[src/sv/gpm_pkg.sv]
// Package for the glob pattern matcher: transfer types, character codes and
// the element role decode shared by the cells and the top level. No dependencies.
package gpm_pkg;

    localparam logic [7:0] CH_STAR  = 8'h2A;
    localparam logic [7:0] CH_QUEST = 8'h3F;
    localparam logic [7:0] CH_OPEN  = 8'h5B;
    localparam logic [7:0] CH_CLOSE = 8'h5D;
    localparam logic [7:0] CH_DASH  = 8'h2D;

    localparam logic CMD_LOAD = 1'b0;
    localparam logic CMD_NAME = 1'b1;

    typedef struct packed {
        logic       cmd;
        logic [7:0] ch;
        logic       last;
    } in_t;

    typedef struct packed {
        logic matched;
        logic too_long;
    } out_t;

    typedef struct packed {
        logic lit;
        logic dash;
        logic close;
        logic bound;
    } role_t;

    typedef struct packed {
        logic star;
        logic open_chr;
        logic keep;
        logic adv;
    } cell_flags_t;

    function automatic role_t role_of(input logic bound, input logic [7:0] c);
        role_t r;
        r.bound = bound;
        r.dash  = !bound && (c == CH_DASH);
        r.close = !bound && (c == CH_CLOSE);
        r.lit   = !bound && (c != CH_DASH) && (c != CH_CLOSE);
        return r;
    endfunction

endpackage

[src/sv/gpm_cell.sv]
// One pattern position of the matcher: character, class element role and
// class membership rows. Depends on gpm_pkg.
module gpm_cell
    import gpm_pkg::*;
#(
    parameter int N = 16
)
(
    input  logic              clk,
    input  logic              wr,
    input  logic [7:0]        wr_ch,
    input  logic              wr_bound,
    input  logic [7:0]        wr_prev,
    input  logic [N-1:0]      open_in,
    input  logic [N-1:0]      litseen_in,
    input  logic              valid,
    input  logic              act,
    input  logic [7:0]        name_ch,
    input  logic [N-1:0]      go,
    output cell_flags_t       flags,
    output logic [N-1:0]      contrib,
    output logic              land
);

    logic [7:0]   char_reg;
    logic [7:0]   prev_reg;
    logic         lit_reg;
    logic         bound_reg;
    logic [N-1:0] mrow_reg;
    logic [N-1:0] crow_reg;
    role_t        role;
    logic         elem_hit;

    assign role = role_of(wr_bound, wr_ch);

    always_ff @(posedge clk)
    begin
        if (wr)
        begin
            char_reg  <= wr_ch;
            prev_reg  <= wr_prev;
            lit_reg   <= role.lit;
            bound_reg <= role.bound;
            mrow_reg  <= role.lit ? open_in : (role.bound ? (open_in & litseen_in) : '0);
            crow_reg  <= role.close ? open_in : '0;
        end
    end

    always_comb
    begin
        flags.star     = valid && (char_reg == CH_STAR);
        flags.open_chr = valid && (char_reg == CH_OPEN);
        flags.keep     = act && flags.star;
        flags.adv      = act && valid && ((char_reg == CH_QUEST) ||
                         ((char_reg == name_ch) && !flags.star && !flags.open_chr));
        elem_hit       = valid && ((lit_reg && (name_ch == char_reg)) ||
                         (bound_reg && (prev_reg <= name_ch) && (name_ch <= char_reg)));
        contrib        = mrow_reg & {N{elem_hit}};
        land           = valid && (|(crow_reg & go));
    end

endmodule

[src/sv/glob_pattern_matcher.sv]
// Top level of the glob pattern matcher: a row of pattern cells, the active
// position set and the result register. Depends on gpm_pkg and gpm_cell.
//
// A pattern loads one character per transfer (cmd 0), then names stream one
// character per transfer (cmd 1), and a new transfer is taken in each cycle
// while the result register is empty or being drained. The active set advances
// over all cells in parallel per name character, and the result of a name is
// registered when its last character is taken. A dropped result never occurs:
// in_ready falls only while a result waits on out_ready.
module glob_pattern_matcher
    import gpm_pkg::*;
#(
    parameter int MAX_LEN = 16
)
(
    input  logic clk,
    input  logic rst_n,
    input  logic in_valid,
    output logic in_ready,
    input  in_t  in_data,
    output logic out_valid,
    input  logic out_ready,
    output out_t out_data
);

    localparam int N  = MAX_LEN;
    localparam int LW = $clog2(N + 1);
    localparam int CW = $clog2(N + 2);
    localparam logic [N:0] START = {{N{1'b0}}, 1'b1};

    logic [LW-1:0] len_reg, len_next, len_eff;
    logic [CW-1:0] cnt_reg, cnt_next, cnt_inc;
    logic          ovf_reg, ovf_next;
    logic          pat_open_reg, pat_open_next;
    logic          pend_reg, pend_next, pend_eff;
    logic [7:0]    lit_reg, lit_next;
    logic [N-1:0]  open_reg, open_next, open_eff;
    logic [N-1:0]  seen_reg, seen_next;
    logic [N:0]    act_reg, act_next;
    logic          out_valid_reg, out_valid_next;
    out_t          out_data_reg, out_data_next;

    logic          fire, do_load, do_name, room;
    role_t         role;
    logic [N-1:0]  wr_en, valid_pos, go, hit, land, star_v;
    cell_flags_t   fl [N];
    logic [N-1:0]  contrib [N];
    logic [N:0]    prop, gen, cin, actp, nxt;
    logic [N+1:0]  sum;
    logic          acc, too;

    assign fire     = in_valid && in_ready;
    assign do_load  = fire && (in_data.cmd == CMD_LOAD);
    assign do_name  = fire && (in_data.cmd == CMD_NAME);
    assign in_ready = !out_valid_reg || out_ready;
    assign out_valid = out_valid_reg;
    assign out_data  = out_data_reg;

    assign len_eff  = pat_open_reg ? len_reg : '0;
    assign pend_eff = pat_open_reg && pend_reg;
    assign open_eff = pat_open_reg ? open_reg : '0;
    assign room     = len_eff < LW'(N);
    assign role     = role_of(pend_eff, in_data.ch);

    genvar g;
    generate
        for (g = 0; g < N; g++)
        begin : g_cell
            assign wr_en[g]     = do_load && room && (len_eff == LW'(g));
            assign valid_pos[g] = LW'(g) < len_reg;
            assign go[g]        = fl[g].open_chr && actp[g] && hit[g];
            assign star_v[g]    = fl[g].star;
            gpm_cell #(.N(N)) u_cell (
                .clk        (clk),
                .wr         (wr_en[g]),
                .wr_ch      (in_data.ch),
                .wr_bound   (pend_eff),
                .wr_prev    (lit_reg),
                .open_in    (open_eff),
                .litseen_in (seen_reg),
                .valid      (valid_pos[g]),
                .act        (actp[g]),
                .name_ch    (in_data.ch),
                .go         (go),
                .flags      (fl[g]),
                .contrib    (contrib[g]),
                .land       (land[g])
            );
        end
    endgenerate

    always_comb
    begin
        prop = '0;
        for (int k = 0; k < N; k++)
        begin
            prop[k] = star_v[k] && ((k + 1) < int'(len_reg));
        end
        gen  = prop & act_reg;
        sum  = {1'b0, prop} + {1'b0, gen};
        cin  = sum[N:0] ^ prop ^ gen;
        actp = act_reg | cin;

        hit = '0;
        for (int j = 0; j < N; j++)
        begin
            hit = hit | contrib[j];
        end

        nxt = '0;
        for (int j = 0; j < N; j++)
        begin
            nxt[j]   = nxt[j] | fl[j].keep;
            nxt[j+1] = nxt[j+1] | fl[j].adv | land[j];
        end

        acc = 1'b0;
        for (int k = 0; k <= N; k++)
        begin
            if (len_reg == LW'(k))
            begin
                acc = acc | nxt[k];
            end
        end
        for (int j = 0; j < N; j++)
        begin
            if (len_reg == LW'(j + 1))
            begin
                acc = acc | (star_v[j] && nxt[j]);
            end
        end

        cnt_inc = (cnt_reg <= CW'(N)) ? (cnt_reg + CW'(1)) : cnt_reg;
        too     = ovf_reg || (cnt_inc > CW'(N));
    end

    always_comb
    begin
        len_next       = len_reg;
        cnt_next       = cnt_reg;
        ovf_next       = ovf_reg;
        pat_open_next  = pat_open_reg;
        pend_next      = pend_reg;
        lit_next       = lit_reg;
        open_next      = open_reg;
        seen_next      = seen_reg;
        act_next       = act_reg;
        out_valid_next = out_valid_reg && !out_ready;
        out_data_next  = out_data_reg;

        if (do_load)
        begin
            pat_open_next = !in_data.last;
            act_next      = START;
            cnt_next      = '0;
            ovf_next      = pat_open_reg && ovf_reg;
            len_next      = len_eff;
            pend_next     = pend_eff;
            open_next     = open_eff;
            if (room)
            begin
                len_next  = len_eff + LW'(1);
                pend_next = role.dash;
                if (role.lit)
                begin
                    lit_next  = in_data.ch;
                    seen_next = seen_reg | open_eff;
                end
                if (role.close)
                begin
                    open_next = '0;
                end
                for (int k = 0; k < N; k++)
                begin
                    if ((len_eff == LW'(k)) && (in_data.ch == CH_OPEN))
                    begin
                        open_next[k] = 1'b1;
                        seen_next[k] = 1'b0;
                    end
                end
            end
            else
            begin
                ovf_next = 1'b1;
            end
        end
        else if (do_name)
        begin
            pat_open_next = 1'b0;
            if (in_data.last)
            begin
                act_next               = START;
                cnt_next               = '0;
                out_valid_next         = 1'b1;
                out_data_next.matched  = acc && !too;
                out_data_next.too_long = too;
            end
            else
            begin
                act_next = nxt;
                cnt_next = cnt_inc;
            end
        end
    end

    always_ff @(posedge clk or negedge rst_n)
    begin
        if (!rst_n)
        begin
            len_reg       <= '0;
            cnt_reg       <= '0;
            ovf_reg       <= 1'b0;
            pat_open_reg  <= 1'b0;
            pend_reg      <= 1'b0;
            open_reg      <= '0;
            act_reg       <= START;
            out_valid_reg <= 1'b0;
        end
        else
        begin
            len_reg       <= len_next;
            cnt_reg       <= cnt_next;
            ovf_reg       <= ovf_next;
            pat_open_reg  <= pat_open_next;
            pend_reg      <= pend_next;
            open_reg      <= open_next;
            act_reg       <= act_next;
            out_valid_reg <= out_valid_next;
        end
    end

    always_ff @(posedge clk)
    begin
        lit_reg      <= lit_next;
        seen_reg     <= seen_next;
        out_data_reg <= out_data_next;
    end

    a_flag_excl: assert property (@(posedge clk) disable iff (!rst_n)
        out_valid |-> !(out_data.matched && out_data.too_long))
        else $error("matched and too_long both set");

    a_act_restart: assert property (@(posedge clk) disable iff (!rst_n)
        (do_name && in_data.last) |=> (act_reg == START) && (cnt_reg == '0))
        else $error("active set not restarted after a name");

    a_len_range: assert property (@(posedge clk) disable iff (!rst_n)
        len_reg <= LW'(N))
        else $error("pattern length out of range");

    a_ovf_full: assert property (@(posedge clk) disable iff (!rst_n)
        ovf_reg |-> (len_reg == LW'(N)))
        else $error("overflow without a full pattern");

endmodule

[config.mk]
export PLATFORM = sky130hd
export DESIGN_NAME = glob_pattern_matcher
export DESIGN_NICKNAME = d
export VERILOG_FILES = /design/src/sv/gpm_pkg.sv /design/src/sv/gpm_cell.sv /design/src/sv/glob_pattern_matcher.sv
export SDC_FILE = /design/constraint.sdc
export NUM_CORES = 1
export LEC_CHECK = 0
export BUFFER_PORTS_ARGS = -buffer_cell sky130_fd_sc_hd__buf_2
export CAP_MARGIN = 20
export CORE_ASPECT_RATIO = 1.4
export CORE_MARGIN = 2
export CORE_UTILIZATION = 58
export CTS_CLUSTER_SIZE = 40
export DETAILED_ROUTE_END_ITERATION = 10
export PLACE_DENSITY = 0.74
export SLEW_MARGIN = 10
export SYNTH_ARGS = -nofsm -noshare
export SYNTH_HDL_FRONTEND = slang
export SYNTH_SLANG_ARGS = --single-unit
[constraint.sdc]
create_clock -name clk -period 9.3 [get_ports clk]
set_clock_uncertainty 0.1 [all_clocks]
set_input_delay 0.465 -clock clk [delete_from_list [all_inputs] [get_ports clk]]
set_output_delay 0.465 -clock clk [all_outputs]
set_load 0.02 [all_outputs]
==> impl_metrics.prom <==
# TYPE chip_impl_metric gauge
chip_impl_metric{name="setup_viol_count_final",unit=""} 0
chip_impl_metric{name="timing.max_cap.violations",unit=""} 0
chip_impl_metric{name="detailroute.wirelength.met2",unit="um"} 60800
chip_impl_metric{name="wl",unit="um"} 133000
chip_impl_metric{name="via_count_of_the_first_global_routing_pass",unit=""} 29200
chip_impl_metric{name="worstMarginPinSlew",unit="ns"} 1.21
chip_impl_info{name="rr_endpoint",value="out_data[1]"} 1
chip_impl_metric{name="post_synth_inst_count",unit=""} 3008
chip_impl_metric{name="power.combinational.fraction",unit="%"} 5.0
chip_impl_metric{name="yosys_warnings",unit=""} 0
chip_impl_metric{name="core_area",unit="um^2"} 68900
chip_impl_metric{name="final.setup.worst_slack",unit="ns"} 2.35
chip_impl_metric{name="leakage",unit="nW"} 15.9
chip_impl_metric{name="number_of_input_and_output_port_buffers_inserted",unit=""} 17
chip_impl_info{name="worst_setup_path_startpoint",value="len_reg[4]"} 1
chip_impl_info{name="critPathLaunchType",value="register"} 1
chip_impl_metric{name="hold_ws",unit="ns"} 0.0437
chip_impl_info{name="most-common-layout-cells",value="sky130_fd_sc_hd__edfxtp_1 (826), sky130_fd_sc_hd__ha_1 (263), sky130_fd_sc_hd__nand2_1 (212)"} 1
chip_impl_metric{name="ys_ff_latch",unit=""} 872
chip_impl_metric{name="gr-usage-all-layers",unit="%"} 37.6
chip_impl_metric{name="area.growth.synth_to_final",unit="%"} 11.7
chip_impl_metric{name="clock.fmax",unit="MHz"} 144
chip_impl_metric{name="worst-r2r-setup-slack",unit="ns"} 2.35
chip_impl_metric{name="cp_max_fo",unit=""} 17
chip_impl_info{name="final_common_cell",value="sky130_fd_sc_hd__edfxtp_1"} 1
chip_impl_info{name="rr_startpoint",value="len_reg[4]"} 1
chip_impl_info{name="top_layer_used",value="met5"} 1
chip_impl_metric{name="die-area",unit="um^2"} 71700
chip_impl_metric{name="cp_num_buf_inv",unit=""} 0
chip_impl_info{name="path_cells",value="or2_1 > o31a_1 > o21ai_0 > o32ai_1 > and2_1 > a22oi_1 > nand4_1 > or3_1 > nand3_1 > o2111ai_1 > a211oi_1 > o31ai_1 > a221oi_1 > a31oi_1"} 1
chip_impl_metric{name="io_pins",unit=""} 18
chip_impl_info{name="hp-class",value="in2reg"} 1
chip_impl_metric{name="preCtsSetupSlack",unit="ns"} 2.47
chip_impl_metric{name="timing.final.crit_period",unit="ns"} 6.95
chip_impl_metric{name="hold_path_stages",unit=""} 3
chip_impl_metric{name="p_sw",unit="mW"} 1.84
chip_impl_metric{name="synth.net_count",unit=""} 3285
chip_impl_metric{name="p_seq_share",unit="%"} 52.4
chip_impl_metric{name="route.antenna.remaining_nets",unit=""} 0
chip_impl_metric{name="gp_weighted_congestion",unit=""} 1.00
chip_impl_metric{name="netlist_area",unit="um^2"} 40400
chip_impl_metric{name="drt_drc_violations_left",unit=""} 0
chip_impl_metric{name="maxSlewHeadroom",unit="%"} 19.2
chip_impl_metric{name="clkPwrFrac",unit="%"} 42.6
chip_impl_metric{name="seq_area_frac_synth",unit="%"} 64.3
chip_impl_metric{name="worst_ep_required_time",unit="ns"} 9.70
chip_impl_metric{name="wl_met1",unit="um"} 44800
chip_impl_metric{name="setup_fix_buffers_added_after_clock_tree_synthesis",unit=""} 0
chip_impl_metric{name="power_density",unit="nW/um^2"} 183
chip_impl_info{name="timing.critical_path.max_delay_family",value="compound AO/OA/AOI/OAI gates"} 1
chip_impl_metric{name="drt_iter0_markers",unit=""} 4343
chip_impl_metric{name="post_synth_num_cell_types",unit=""} 99
chip_impl_metric{name="dieHeight",unit="um"} 316
chip_impl_metric{name="path_clk_slew",unit="ns"} 0.07
chip_impl_metric{name="cell_internal_pwr",unit="mW"} 6.40
chip_impl_info{name="tritoncts_clock_tree",value="yes"} 1
chip_impl_metric{name="route.detailed.vias_per_inst",unit=""} 7.10
chip_impl_info{name="dominant_synthesized_flop_cell",value="sky130_fd_sc_hd__edfxtp_1"} 1
chip_impl_metric{name="finalHoldViolations",unit=""} 0
chip_impl_metric{name="worstPathArrival",unit="ns"} 7.35
chip_impl_info{name="setup.worst_path.end_class",value="register"} 1
chip_impl_metric{name="synth_area_per_cell",unit="um^2"} 13.4
chip_impl_metric{name="largest_net_degree_at_the_start_of_global_routing",unit=""} 51
chip_impl_metric{name="placementRows",unit=""} 114
chip_impl_metric{name="finalCritPeriodShare",unit="%"} 74.7
chip_impl_metric{name="cts_made_buffers",unit=""} 82
chip_impl_metric{name="htree_num_levels",unit=""} 3
chip_impl_metric{name="drv_slew",unit=""} 0
chip_impl_metric{name="floorplan.initialDensity",unit="%"} 58.6
chip_impl_metric{name="route.met3.wl",unit="um"} 15300
chip_impl_info{name="critical_path.endpoint",value="out_data[1]"} 1
chip_impl_metric{name="detailedRoute.firstPassIterationCount",unit=""} 7
chip_impl_metric{name="half_perimeter_wire_length_after_detailed_placement",unit="um"} 88600
chip_impl_metric{name="clock_sink_count",unit=""} 872
chip_impl_metric{name="timing.reg2reg.worst_path_depth",unit=""} 14
chip_impl_metric{name="grt_pass1_wl",unit="um"} 192000
chip_impl_metric{name="die_width",unit="um"} 227
chip_impl_metric{name="clk_path_buf_depth",unit=""} 3
chip_impl_metric{name="sum_neg_setup_slack",unit="ns"} 0
chip_impl_metric{name="vias",unit=""} 29300
chip_impl_metric{name="async_reset_ff_share",unit="%"} 5.28
chip_impl_metric{name="wl_per_cell",unit="um"} 32.3
chip_impl_metric{name="critical_path_cell_count",unit=""} 14
chip_impl_metric{name="gr-total-overflow",unit=""} 0
chip_impl_info{name="setup.worst_path.class",value="reg2reg"} 1
chip_impl_metric{name="synth_edf_count",unit=""} 826
chip_impl_metric{name="insertion_delay",unit="ns"} 0.66
chip_impl_metric{name="switching_share_of_total_power",unit="%"} 22.3
chip_impl_metric{name="grt_antenna_before_repair",unit=""} 2
chip_impl_info{name="clock_root_buffer",value="sky130_fd_sc_hd__clkbuf_16"} 1
chip_impl_info{name="critical-path-slowest-cell",value="sky130_fd_sc_hd__o32ai_1"} 1
chip_impl_info{name="rsz0062_at_grt",value="false"} 1
chip_impl_metric{name="drive_above_1_share",unit="%"} 10.8
chip_impl_metric{name="worst_path_largest_cell_delay",unit="ns"} 0.97
chip_impl_metric{name="nNetsFinal",unit=""} 3406
chip_impl_metric{name="vdd.ir_drop.worst",unit="mV"} 0.141
chip_impl_info{name="outcome",value="complete, no violations"} 1
chip_impl_metric{name="finalCoreUtilization",unit="%"} 65.4
[repair_timing]
action / 4_1_cts / 5_1_grt
hold buffers: 4 / 0
gates resized for setup: 0 / 0
hold endpoints to repair: 47 / 0
[per-layer routing]
metal  up-vias  GRT usage [%]
met5         -              0
met3       588           8.28
met4         4           29.4
met1     14400           45.4
met2      2163           58.8
li1      12200              -
[worst min path at each step]
stage / end / startpoint / slack (ns)
4_1_cts: out_valid / out_ready / 0.02
3_3_place_gp: pend_reg / pend_reg / 0.36
6_report: out_valid / out_ready / 0.04
3_5_place_dp: pend_reg / pend_reg / 0.38
5_1_grt: out_valid / out_ready / 0.08
2_1_floorplan: act_reg[10] / rst_n / 0.07
[Yosys cell counts, types with 45 or more instances]
library cell | n | area share, %
sky130_fd_sc_hd__dfrtp_1 | 45 | 2.8
sky130_fd_sc_hd__ha_1 | 263 | 8.2
sky130_fd_sc_hd__a22oi_1 | 132 | 2.5
sky130_fd_sc_hd__nor3_1 | 51 | 0.63
sky130_fd_sc_hd__nor2_1 | 137 | 1.3
sky130_fd_sc_hd__inv_1 | 199 | 1.9
sky130_fd_sc_hd__edfxtp_1 | 826 | 61
sky130_fd_sc_hd__a21oi_1 | 173 | 2.1
sky130_fd_sc_hd__clkbuf_1 | 56 | 0.52
sky130_fd_sc_hd__nand4_1 | 88 | 1.4
sky130_fd_sc_hd__o21ai_0 | 75 | 0.93
sky130_fd_sc_hd__nand2_1 | 212 | 2.0
sky130_fd_sc_hd__a211oi_1 | 47 | 0.87
sky130_fd_sc_hd__nand3_1 | 86 | 1.1
[power by group through the flow]
stage	Clock (mW)	Sequential, mW	Combinational (mW)
6_report	3.51	4.32	0.410
3_3_place_gp	0	4.40	0.377
5_1_grt	3.66	4.32	0.433
4_1_cts	3.51	4.32	0.397
2_1_floorplan	0	4.39	0.216
3_5_place_dp	0	4.40	0.392
[kinds of logic after synthesis]
logic type      after synthesis  share of synthesized area [%]
mux                           2                         0.0527
xor+xnor                      2                         0.0434
fa+ha+maj                   263                           8.16
buf+inv                     284                           2.78
compound gates              766                           14.0
simple gates                819                           10.7
flops                       872                           64.3
[tightest hold or removal path, delay by kind of cell]
kind	cells	cell delay, ns
AND/OR/NAND/NOR	2	0.22
buffers and inverters	1	0.07
[layout make-up]
type                       count  area [um^2]
antenna                        1         2.50
clock buffer                  96         2150
clock inverter                57          626
fill                        4895        23800
inverter                     200          751
multi-input combinational   1852        13500
sequential                   872        26000
tap                          928         1160
timing repair buffer         121          876
[through the flow]
stage	cell area [um^2]	power, mW	std cells
6_report	45100	8.24	4127
5_1_grt	45100	8.41	4126
2_1_floorplan	40400	4.60	3008
3_5_place_dp	42200	4.79	3962
3_3_place_gp	42200	4.78	3961
4_1_cts	45000	8.22	4119
Note: power is estimated with default switching activity, not from simulation.
